==> src/rtl/lsrae_pkg.sv <==
package lsrae_pkg;

    localparam int SAMPLE_W = 12;
    localparam int EXPO_W   = 16;
    localparam int STEP_W   = 8;
    localparam int IDX_W    = 9;
    localparam int CNT_W    = 16;
    localparam int CFG_IDX_W = 2;

    localparam logic [CNT_W-1:0] LEAD_PULSES = 16'd3;
    localparam logic [CNT_W-1:0] HOLD_A_PULSES = 16'd48;
    localparam logic [CNT_W-1:0] HOLD_B_PULSES = 16'd40;

    localparam logic [SAMPLE_W-1:0] HIGH_THR_RESET = 12'd2500;
    localparam logic [SAMPLE_W-1:0] LOW_THR_RESET  = 12'd1500;
    localparam logic [STEP_W-1:0]   FALL_STEP_RESET = 8'd10;

    localparam logic [CFG_IDX_W-1:0] REG_HIGH_THR  = 2'd0;
    localparam logic [CFG_IDX_W-1:0] REG_LOW_THR   = 2'd1;
    localparam logic [CFG_IDX_W-1:0] REG_FALL_STEP = 2'd2;

    typedef enum logic [2:0] {
        PH_PRE    = 3'd0,
        PH_LEAD   = 3'd1,
        PH_EXPO   = 3'd2,
        PH_HOLD_A = 3'd3,
        PH_HOLD_B = 3'd4,
        PH_READ   = 3'd5
    } phase_t;

    typedef struct packed {
        logic [SAMPLE_W-1:0] high_thr;
        logic [SAMPLE_W-1:0] low_thr;
        logic [STEP_W-1:0]   fall_step;
    } adj_cfg_t;

endpackage

==> src/rtl/lsrae_exposure_adj.sv <==
module lsrae_exposure_adj (
    input  lsrae_pkg::adj_cfg_t                 cfg,
    input  logic [lsrae_pkg::SAMPLE_W-1:0]      peak,
    input  logic [lsrae_pkg::EXPO_W-1:0]        expo_in,
    output logic [lsrae_pkg::EXPO_W-1:0]        expo_out
);
    import lsrae_pkg::*;

    logic [SAMPLE_W-1:0] excess;
    logic [SAMPLE_W-1:0] deficit;
    logic [SAMPLE_W:0]   fall_amt;
    logic [SAMPLE_W:0]   rise_amt;
    logic [EXPO_W:0]     rise_sum;

    assign excess  = peak - cfg.high_thr;
    assign deficit = cfg.low_thr - peak;
    // ceil(1.5*e) and floor(1.5*d)
    assign fall_amt = {1'b0, excess} + ((({1'b0, excess}) + 13'd1) >> 1);
    assign rise_amt = {1'b0, deficit} + {2'b00, deficit[SAMPLE_W-1:1]};
    assign rise_sum = {1'b0, expo_in} + {{(EXPO_W-SAMPLE_W){1'b0}}, rise_amt};

    always_comb begin
        expo_out = expo_in;
        if (peak > cfg.high_thr) begin
            if ({{(EXPO_W-SAMPLE_W-1){1'b0}}, fall_amt} <= expo_in) begin
                expo_out = expo_in - {{(EXPO_W-SAMPLE_W-1){1'b0}}, fall_amt};
            end else if (expo_in > {{(EXPO_W-STEP_W){1'b0}}, cfg.fall_step}) begin
                expo_out = expo_in - {{(EXPO_W-STEP_W){1'b0}}, cfg.fall_step};
            end else begin
                expo_out = '0;
            end
        end else if (peak < cfg.low_thr) begin
            expo_out = rise_sum[EXPO_W] ? {EXPO_W{1'b1}} : rise_sum[EXPO_W-1:0];
        end
    end

endmodule

==> src/rtl/linear_sensor_readout_auto_exposure.sv <==
// Linear sensor readout with auto exposure. Each accepted request is one sensor clock
// pulse and gives exactly one result. The frame sequencer, running peak and exposure
// update all sit in one register stage, and the result lands in an output register,
// so a request is accepted on every cycle while the result side keeps up (throughput
// one request per cycle). A frame takes 1 + 3 + E + 48 + 40 + PIXELS requests, where
// E is the exposure count in force when the start line goes high; the new exposure
// count is reported with frame_end on the last pixel. Config writes are always ready
// and take effect at the next exposure update.
module linear_sensor_readout_auto_exposure #(
    parameter int PIXELS = 288
) (
    input  logic                                 aclk,
    input  logic                                 aresetn,
    input  logic                                 s_valid,
    output logic                                 s_ready,
    input  logic [lsrae_pkg::SAMPLE_W-1:0]       s_video_sample,
    output logic                                 m_valid,
    input  logic                                 m_ready,
    output logic                                 m_start_level,
    output logic                                 m_pixel_valid,
    output logic [lsrae_pkg::IDX_W-1:0]          m_pixel_index,
    output logic [lsrae_pkg::SAMPLE_W-1:0]       m_pixel_value,
    output logic                                 m_frame_end,
    output logic [lsrae_pkg::EXPO_W-1:0]         m_exposure_cycles,
    input  logic                                 cfg_valid,
    output logic                                 cfg_ready,
    input  logic [lsrae_pkg::CFG_IDX_W-1:0]      cfg_index,
    input  logic [lsrae_pkg::SAMPLE_W-1:0]       cfg_data
);
    import lsrae_pkg::*;

    localparam logic [CNT_W-1:0] PIX_COUNT = CNT_W'(PIXELS);

    adj_cfg_t            cfg_reg;
    phase_t              phase_reg, phase_next;
    logic [CNT_W-1:0]    count_reg, count_next;
    logic [EXPO_W-1:0]   expo_reg, expo_next;
    logic [SAMPLE_W-1:0] peak_reg, peak_next;

    logic                out_valid_reg;
    logic                start_reg, start_next;
    logic                pvalid_reg, pvalid_next;
    logic [IDX_W-1:0]    pidx_reg, pidx_next;
    logic [SAMPLE_W-1:0] pval_reg, pval_next;
    logic                fend_reg, fend_next;

    logic                s_accept;
    logic [CNT_W-1:0]    count_inc;
    logic [SAMPLE_W-1:0] peak_cur;
    logic [EXPO_W-1:0]   expo_adj;

    assign s_ready   = !out_valid_reg || m_ready;
    assign s_accept  = s_valid && s_ready;
    assign cfg_ready = 1'b1;
    assign count_inc = count_reg + 16'd1;
    assign peak_cur  = (s_video_sample > peak_reg) ? s_video_sample : peak_reg;

    lsrae_exposure_adj u_adj (
        .cfg      (cfg_reg),
        .peak     (peak_cur),
        .expo_in  (expo_reg),
        .expo_out (expo_adj)
    );

    always_ff @(posedge aclk) begin
        if (!aresetn) begin
            cfg_reg.high_thr  <= HIGH_THR_RESET;
            cfg_reg.low_thr   <= LOW_THR_RESET;
            cfg_reg.fall_step <= FALL_STEP_RESET;
        end else if (cfg_valid) begin
            case (cfg_index)
                REG_HIGH_THR:  cfg_reg.high_thr  <= cfg_data;
                REG_LOW_THR:   cfg_reg.low_thr   <= cfg_data;
                REG_FALL_STEP: cfg_reg.fall_step <= cfg_data[STEP_W-1:0];
                default: ;
            endcase
        end
    end

    always_comb begin
        phase_next  = phase_reg;
        count_next  = count_inc;
        expo_next   = expo_reg;
        peak_next   = peak_reg;
        start_next  = 1'b0;
        pvalid_next = 1'b0;
        pidx_next   = '0;
        pval_next   = '0;
        fend_next   = 1'b0;
        case (phase_reg)
            PH_LEAD: begin
                start_next = 1'b1;
                if (count_inc >= LEAD_PULSES) begin
                    count_next = '0;
                    phase_next = (expo_reg != '0) ? PH_EXPO : PH_HOLD_A;
                end
            end
            PH_EXPO: begin
                start_next = 1'b1;
                if (count_inc >= expo_reg) begin
                    count_next = '0;
                    phase_next = PH_HOLD_A;
                end
            end
            PH_HOLD_A: begin
                if (count_inc >= HOLD_A_PULSES) begin
                    count_next = '0;
                    phase_next = PH_HOLD_B;
                end
            end
            PH_HOLD_B: begin
                if (count_inc >= HOLD_B_PULSES) begin
                    count_next = '0;
                    phase_next = PH_READ;
                    peak_next  = '0;
                end
            end
            PH_READ: begin
                pvalid_next = 1'b1;
                pidx_next   = count_reg[IDX_W-1:0];
                pval_next   = s_video_sample;
                peak_next   = peak_cur;
                if (count_inc >= PIX_COUNT) begin
                    fend_next  = 1'b1;
                    expo_next  = expo_adj;
                    count_next = '0;
                    phase_next = PH_PRE;
                end
            end
            default: begin
                // pre-start pulse, also covers unused codes
                count_next = '0;
                phase_next = PH_LEAD;
            end
        endcase
    end

    always_ff @(posedge aclk) begin
        if (!aresetn) begin
            phase_reg     <= PH_PRE;
            count_reg     <= '0;
            expo_reg      <= '0;
            peak_reg      <= '0;
            out_valid_reg <= 1'b0;
        end else begin
            if (s_accept) begin
                phase_reg <= phase_next;
                count_reg <= count_next;
                expo_reg  <= expo_next;
                peak_reg  <= peak_next;
            end
            if (s_accept) begin
                out_valid_reg <= 1'b1;
            end else if (m_ready) begin
                out_valid_reg <= 1'b0;
            end
        end
    end

    always_ff @(posedge aclk) begin
        if (s_accept) begin
            start_reg  <= start_next;
            pvalid_reg <= pvalid_next;
            pidx_reg   <= pidx_next;
            pval_reg   <= pval_next;
            fend_reg   <= fend_next;
        end
    end

    assign m_valid           = out_valid_reg;
    assign m_start_level     = start_reg;
    assign m_pixel_valid     = pvalid_reg;
    assign m_pixel_index     = pidx_reg;
    assign m_pixel_value     = pval_reg;
    assign m_frame_end       = fend_reg;
    assign m_exposure_cycles = expo_reg;

    // a readout request always yields a pixel
    assert property (@(posedge aclk) disable iff (!aresetn)
        s_accept && phase_reg == PH_READ |=> m_valid && m_pixel_valid)
        else $error("readout request did not produce a pixel");

    // the start line is never high while a pixel is read
    assert property (@(posedge aclk) disable iff (!aresetn)
        m_valid |-> !(m_pixel_valid && m_start_level))
        else $error("pixel reported with start high");

    // end of frame sends the sequencer back to the pre-start pulse
    assert property (@(posedge aclk) disable iff (!aresetn)
        s_accept && fend_next |=> phase_reg == PH_PRE && count_reg == '0)
        else $error("frame end did not restart the frame");

    // exposure count only changes at frame end
    assert property (@(posedge aclk) disable iff (!aresetn)
        !(s_accept && fend_next) |=> $stable(expo_reg))
        else $error("exposure changed outside frame end");

endmodule

==> config.mk <==
export PLATFORM = sky130hd
export DESIGN_NAME = linear_sensor_readout_auto_exposure
export DESIGN_NICKNAME = d
export VERILOG_FILES = /design/src/rtl/lsrae_pkg.sv /design/src/rtl/lsrae_exposure_adj.sv /design/src/rtl/linear_sensor_readout_auto_exposure.sv
export SDC_FILE = /design/constraint.sdc
export NUM_CORES = 1
export LEC_CHECK = 0
export BUFFER_PORTS_ARGS = -buffer_cell sky130_fd_sc_hd__buf_4
export CORE_ASPECT_RATIO = 0.7
export CORE_MARGIN = 3
export CORE_UTILIZATION = 40
export CTS_BUF_LIST = sky130_fd_sc_hd__clkbuf_8
export CTS_CLUSTER_DIAMETER = 60
export DETAILED_ROUTE_END_ITERATION = 7
export PLACE_DENSITY_LB_ADDON = 0.12
export SYNTH_ARGS = -nofsm -noshare
export SYNTH_HDL_FRONTEND = slang
export SYNTH_SLANG_ARGS = --single-unit
==> constraint.sdc <==
create_clock -name aclk -period 10.07 [get_ports aclk]
set_clock_uncertainty 0.1 [all_clocks]
set_input_delay 1.007 -clock aclk [delete_from_list [all_inputs] [get_ports aclk]]
set_output_delay 1.007 -clock aclk [all_outputs]
set_load 0.02 [all_outputs]
### Word-level counts from Yosys, hierarchy flattened

Cells that the tools add are included.
Widths: inputs -> output; s select.

* output and inout port bits: 43
* word-level logic and storage cells: 85
* memories: 0
* bits of input ports: 31
* ROM bits: 0
* memory bits (writable): 0
* register bits: 104
* latch bits: 0

* mux-type cells: 26
* $mul: 0
* magnitude comparators: 10
* equality and inequality tests: 12
* add/sub/neg operators: 9
* reductions and logical operators: 15
* div/mod/pow operators: 0
* bitwise logic cells: 0
* shift-type cells: 0

Operator list (number)
* $mux 16: 10
* $pmux 16 s5: 1
* $ge 16x6->1 const B: 2
* $gt 12x12->1: 2
* $mux 12: 2
* $pmux 12 s2: 1
* $sub 12x12->12: 2
* $add 16x13->17: 1
* $add 16x1->16 const B: 1
* $ge 16x16->1: 1
* $ge 16x2->1 const B: 1
* $ge 16x9->1 const B: 1
* $gt 16x8->1: 1
* $le 13x16->1: 1
* $reduce_bool 16->1: 1
* $sub 16x13->16: 1
* $sub 16x8->16: 1
* $mux 3: 5
* $pmux 3 s5: 1
* $add 12x1->13 const B: 1
* $add 12x11->13: 1
* $add 12x12->13: 1
* $lt 12x12->1: 1
* $ne 2x2->1 const B: 5
* other kinds (16): 27

### Longest topological paths before layout

* depth after elaboration: 8
* gate-level depth with buffers: 36
* gate-level depth less buffers: 34

### Hierarchy

A second synthesis with hierarchy kept.

* cells, all modules: 1211
* area, all modules: 9835.7 µm²

By module, submodules not included
* linear_sensor_readout_auto_exposure: area an instance 5434.0 µm², seq. area each 2322.2 µm², times used 1, cells each 603
* lsrae_exposure_adj: area an instance 4401.7 µm², seq. area each 0.0 µm², times used 1, cells each 608

### Worst setup path after synthesis

Ideal clock, no wire load.

* path kind: input -> register
* from: in s_video_sample[1] (netlist name)
* to: reg expo_reg[10], in the netlist m_exposure_cycles[10]
* library setup time: 71 ps
* data arrival time: 7496 ps
* required time: 9899 ps
* cell stages on the path: 33
* path buffers: 3
* path slack: 2403 ps
* path through: ha_1 nor2b_1 o211ai_1 a211o_1 o211ai_1 o31a_1 clkbuf_1 clkbuf_1 a21o_1 inv_1 fa_1 nor2b_1 o21a_1 nor2_1 xnor2_1 and3_1 and3_1 nand2_1 xnor2_1 ha_1 a21oi_1 o21ai_0 a21o_1 a21oi_1 xor2_1 ha_1 o311ai_0 a21boi_1 or3b_2 buf_2 o221ai_1 o211ai_1 a21oi_1

* word-level cells in the longest chain between the ends: 8
* elaborated cells between the ends (all ways): 18
* those cells by class: 7 x add/sub; 4 x order compare; 5 x mux; 2 x reduce/logical

RTL lines
* start: declaration: RTL line linear_sensor_readout_auto_exposure.sv:16 `input logic [lsrae_pkg::SAMPLE_W-1:0] s_video_sample,`
* $gt 12x12->1: RTL line linear_sensor_readout_auto_exposure.sv:56 `assign peak_cur = (s_video_sample > peak_reg) ? s_video_sample : peak_reg;`
* $mux 12 *: RTL line linear_sensor_readout_auto_exposure.sv:56
* $sub 12x12->12, on equally long branches: RTL line lsrae_exposure_adj.sv:15, lsrae_exposure_adj.sv:16
* $add 12x1->13 / $add 12x11->13 (equally long branches): RTL line lsrae_exposure_adj.sv:18, lsrae_exposure_adj.sv:19
* $add 12x12->13 / $add 16x13->17 (equally long branches): RTL line lsrae_exposure_adj.sv:18, lsrae_exposure_adj.sv:20
* $sub 16x13->16 (tied with other cells): RTL line lsrae_exposure_adj.sv:26 `expo_out = expo_in - {{(EXPO_W-SAMPLE_W-1){1'b0}}, fall_amt};`
* $mux 16, on equally long branches: RTL line lsrae_exposure_adj.sv:25, lsrae_exposure_adj.sv:32
* $mux 16: RTL line lsrae_exposure_adj.sv:24 `if (peak > cfg.high_thr) begin`
* end signal: assignment: RTL line linear_sensor_readout_auto_exposure.sv:149 `expo_reg <= expo_next;`
* end: declaration: RTL line linear_sensor_readout_auto_exposure.sv:37 `logic [EXPO_W-1:0] expo_reg, expo_next;`

Every way passes the cells marked *; elsewhere a longest branch is shown, timed or not. The select of a mux whose other input is x is not followed.
A chain may end at the register's enable or synchronous reset.

### Worst setup path in the final report

* from: in s_video_sample[1] (netlist name)
* to: reg expo_reg[13], in the netlist m_exposure_cycles[13]

The elaborated chain is that of the path after synthesis.

==> run_results.csv <==
group,metric,value,unit
outcome,status,"completed",
routing,drt_first_pass_iters,5,
floorplanning,num_io_pins,74,
sta,whs,361,ps
synth,synth_adder_area_share,16.8,%
final_layout,syn_to_final_growth,9.59,%
sta,setup_ws,1690,ps
global_route,grt_pass1_vias,7888,
sta,timing.final.crit_share,83.3,%
global_route,grt_pass1_wl,44000,um
synth,muxShareOfSynthArea,0.957,%
synth,ys_seq_area_share,24.3,%
floorplanning,die_area,25800,um^2
sta,fin_crit,8380,ps
power_and_ir_drop,leakagePower,4.52,nW
sta,rsz0062_at_grt,"false",
job,cap_violations,0,
setup_path,startpoint_type,"input port",
synth,netlist_instances,1172,
clock_tree,cts-hold-fix-buffers,0,
setup_path,criticalPathCategory,"input port to flop",
final_layout,final_area,10500,um^2
routing,via_count,8637,
setup_path,rr_endpoint,"m_exposure_cycles[13]",
synth,syn-mean-instance-area,8.15,um^2
power_and_ir_drop,p_per_area,144,nW/um^2
sta,setup_viol,0,
clock_tree,clockBufferDepth,2,
placement,hpwlAfterDp,21900,um
placement,placed_area,10300,um^2
clock_tree,insertion_delay,400,ps
placement,dp_cells,1517,
clock_tree,h-tree-depth,3,
floorplanning,die_h,135,um
sta,tightest_slew,1190,ps
placement,place_ws,1360,ps
setup_path,crit_path_frequent_cell,"ha_1",
synth,async_reset_ff_share,0,%
final_layout,final_common_cell,"inv_1",
sta,final_hold_viol_count,0,
synth,synth_seq_cells,104,
clock_tree,postCtsSetupBuffers,0,
synth,synth_area,9550,um^2
placement,place_congestion,0.904,
setup_path,arrival,8590,ps
synth,ys_types,87,
clock_tree,clk_pin_slew_worst_paths,100,ps
routing,routedWlPerCell,18.0,um
final_layout,antenna_cells,0,
synth,synth_top_family_by_area,"compound AO/OA/AOI/OAI gates",
placement,io_buffers,72,
power_and_ir_drop,peakVddDrop,0.0744,mV
setup_path,max_stage_delay,660,ps
final_layout,largest_reg_flops,32,
routing,dr.first_iter.drc_count,701,
sta,fmax,119,MHz
routing,ant_nets,0,
clock_tree,cts-buffers-inserted,9,
clock_tree,cts.sinks,104,
worst_hold_path,min_delay_path_depth,2,
global_route,grt_max_degree,33,
routing,avgViaCountPerCell,5.63,
worst_hold_path,hold_path.class,"flop to flop",
clock_tree,root_buffer,"clkbuf_8",
setup_path,crit_path_end_kind,"flop",
routing,routed_wl,27600,um
synth,syn_nets,1321,
synth,synthXorXnorAreaFrac,7.89,%
clock_tree,post_cts_resized,0,
global_route,antenna_found_initial,0,
setup_path,rrSetupSlack,2000,ps
sta,drv_slew,0,
final_layout,layout.cells.non_filler,1533,
setup_path,crit_start,"s_video_sample[1]",
final_layout,layout_common_cells,"inv_1, nand2_1, ha_1",
synth,synth_edf_count,24,
setup_path,cp_max_fo,19,
final_layout,drive_gt1_share,10.8,%
floorplanning,rows,46,
floorplanning,core,23000,um^2
clock_tree,cts_tree,"done",
routing,drc_errors,0,
synth,yosys.area_share.simple,20.4,%
sta,relSlewSlack,20.1,%
sta,setup_tns,0,ps
synth,ys.flop_type,"dfxtp_1",
setup_path,crit_slowest_cell,"nor2_1",
final_layout,fillers,2359,
final_layout,final_nets,1365,
worst_hold_path,min_to,"cfg_reg[30]",
setup_path,rr_startpoint,"peak_reg[10]",
floorplanning,initial_core_util,41.5,%
global_route,grt_remaining_overflow,0,
setup_path,cp.required,10280,ps
synth,synth_compound_area_share,22.9,%
worst_hold_path,hp-start,"cfg_reg[30]",
floorplanning,die_x,191,um
setup_path,rr_worst_depth,31,
synth,yosys_warnings,0,
global_route,grtUsageTotal,21.4,%
==> worst max path at each step <==
stage                                 end  slack, ps
finish              m_exposure_cycles[13]       1690
global route        m_exposure_cycles[13]       1180
CTS                 m_exposure_cycles[13]       1780
detailed placement  m_exposure_cycles[13]       1360
global placement    m_exposure_cycles[13]       1590
floorplan           m_exposure_cycles[10]       2400
==> kinds of logic (layout without fill, tap and decap cells) <==
group           count (synthesis)  count (layout)
simple gates                  384             384
compound gates                319             319
buf+inv                       151             200
fa+ha+maj                     118             118
flops                         104             104
xor+xnor                       86              86
mux                             9               9
other cells                     1               1
==> synthesized netlist by cell type, types with 9 or more instances <==
| master | instances | area, um^2 |
|---|---|---|
| nand2_1 | 104 | 390 |
| o21ai_0 | 55 | 275 |
| inv_1 | 105 | 394 |
| a21o_1 | 35 | 263 |
| nand2b_1 | 11 | 68.8 |
| nor3_1 | 28 | 140 |
| ha_1 | 101 | 1260 |
| nand4_1 | 22 | 138 |
| o21a_1 | 12 | 90.1 |
| nor2b_1 | 15 | 93.8 |
| edfxtp_1 | 24 | 721 |
| buf_2 | 9 | 45.0 |
| dfxtp_1 | 80 | 1600 |
| o211ai_1 | 23 | 173 |
| clkbuf_1 | 26 | 97.6 |
| a21oi_1 | 84 | 420 |
| xor2_1 | 29 | 254 |
| nor2_1 | 82 | 308 |
| nand3_1 | 45 | 225 |
| a22o_1 | 15 | 131 |
| o221ai_1 | 9 | 78.8 |
| xnor2_1 | 57 | 499 |
| and3_1 | 22 | 138 |
| fa_1 | 17 | 340 |
==> through the flow <==
step                power (W)  utilization, %
global placement      0.00125            44.7
global route          0.00161            45.5
floorplan             0.00105               -
finish                0.00151            45.5
detailed placement    0.00125            44.7
CTS                   0.00151            45.5
==> worst max-delay path: cells and delay by family <==
kind	cells	cell delay, ps
buf+inv	2	400
fa+ha+maj	4	1360
compound gates	14	3310
simple gates	9	1830
xor+xnor	3	710
==> power by group <==
| group | total, W | internal [W] | switching, W | leakage [nW] |
|---|---|---|---|---|
| clock network | 0.000250 | 0.0000910 | 0.000159 | 0.0965 |
| registers | 0.000444 | 0.000437 | 0.00000641 | 0.892 |
| logic | 0.000815 | 0.000332 | 0.000483 | 3.53 |
| total | 0.00151 | 0.000860 | 0.000648 | 4.52 |
==> area by class of cell <==
type	count	area (um^2)	area share [%]
flip-flops and latches	104	2320	22.2
repair buffers	78	586	5.60
inverters	106	398	3.80
multi-input cells	917	6600	63.0
clock buffers	9	124	1.18
well taps	312	390	3.73
clock inverters	7	47.5	0.454
==> routing by layer <==
| metal | vias to the layer above | wire (um) | global-route usage [%] |
|---|---|---|---|
| met5 | - | 0 | 0 |
| met4 | 0 | 317 | 4.07 |
| met3 | 28 | 1320 | 3.34 |
| met2 | 210 | 11000 | 29.5 |
| met1 | 4085 | 15000 | 34.8 |
| li1 | 4314 | - | - |
No activity file was read; power rests on OpenSTA's default activity.
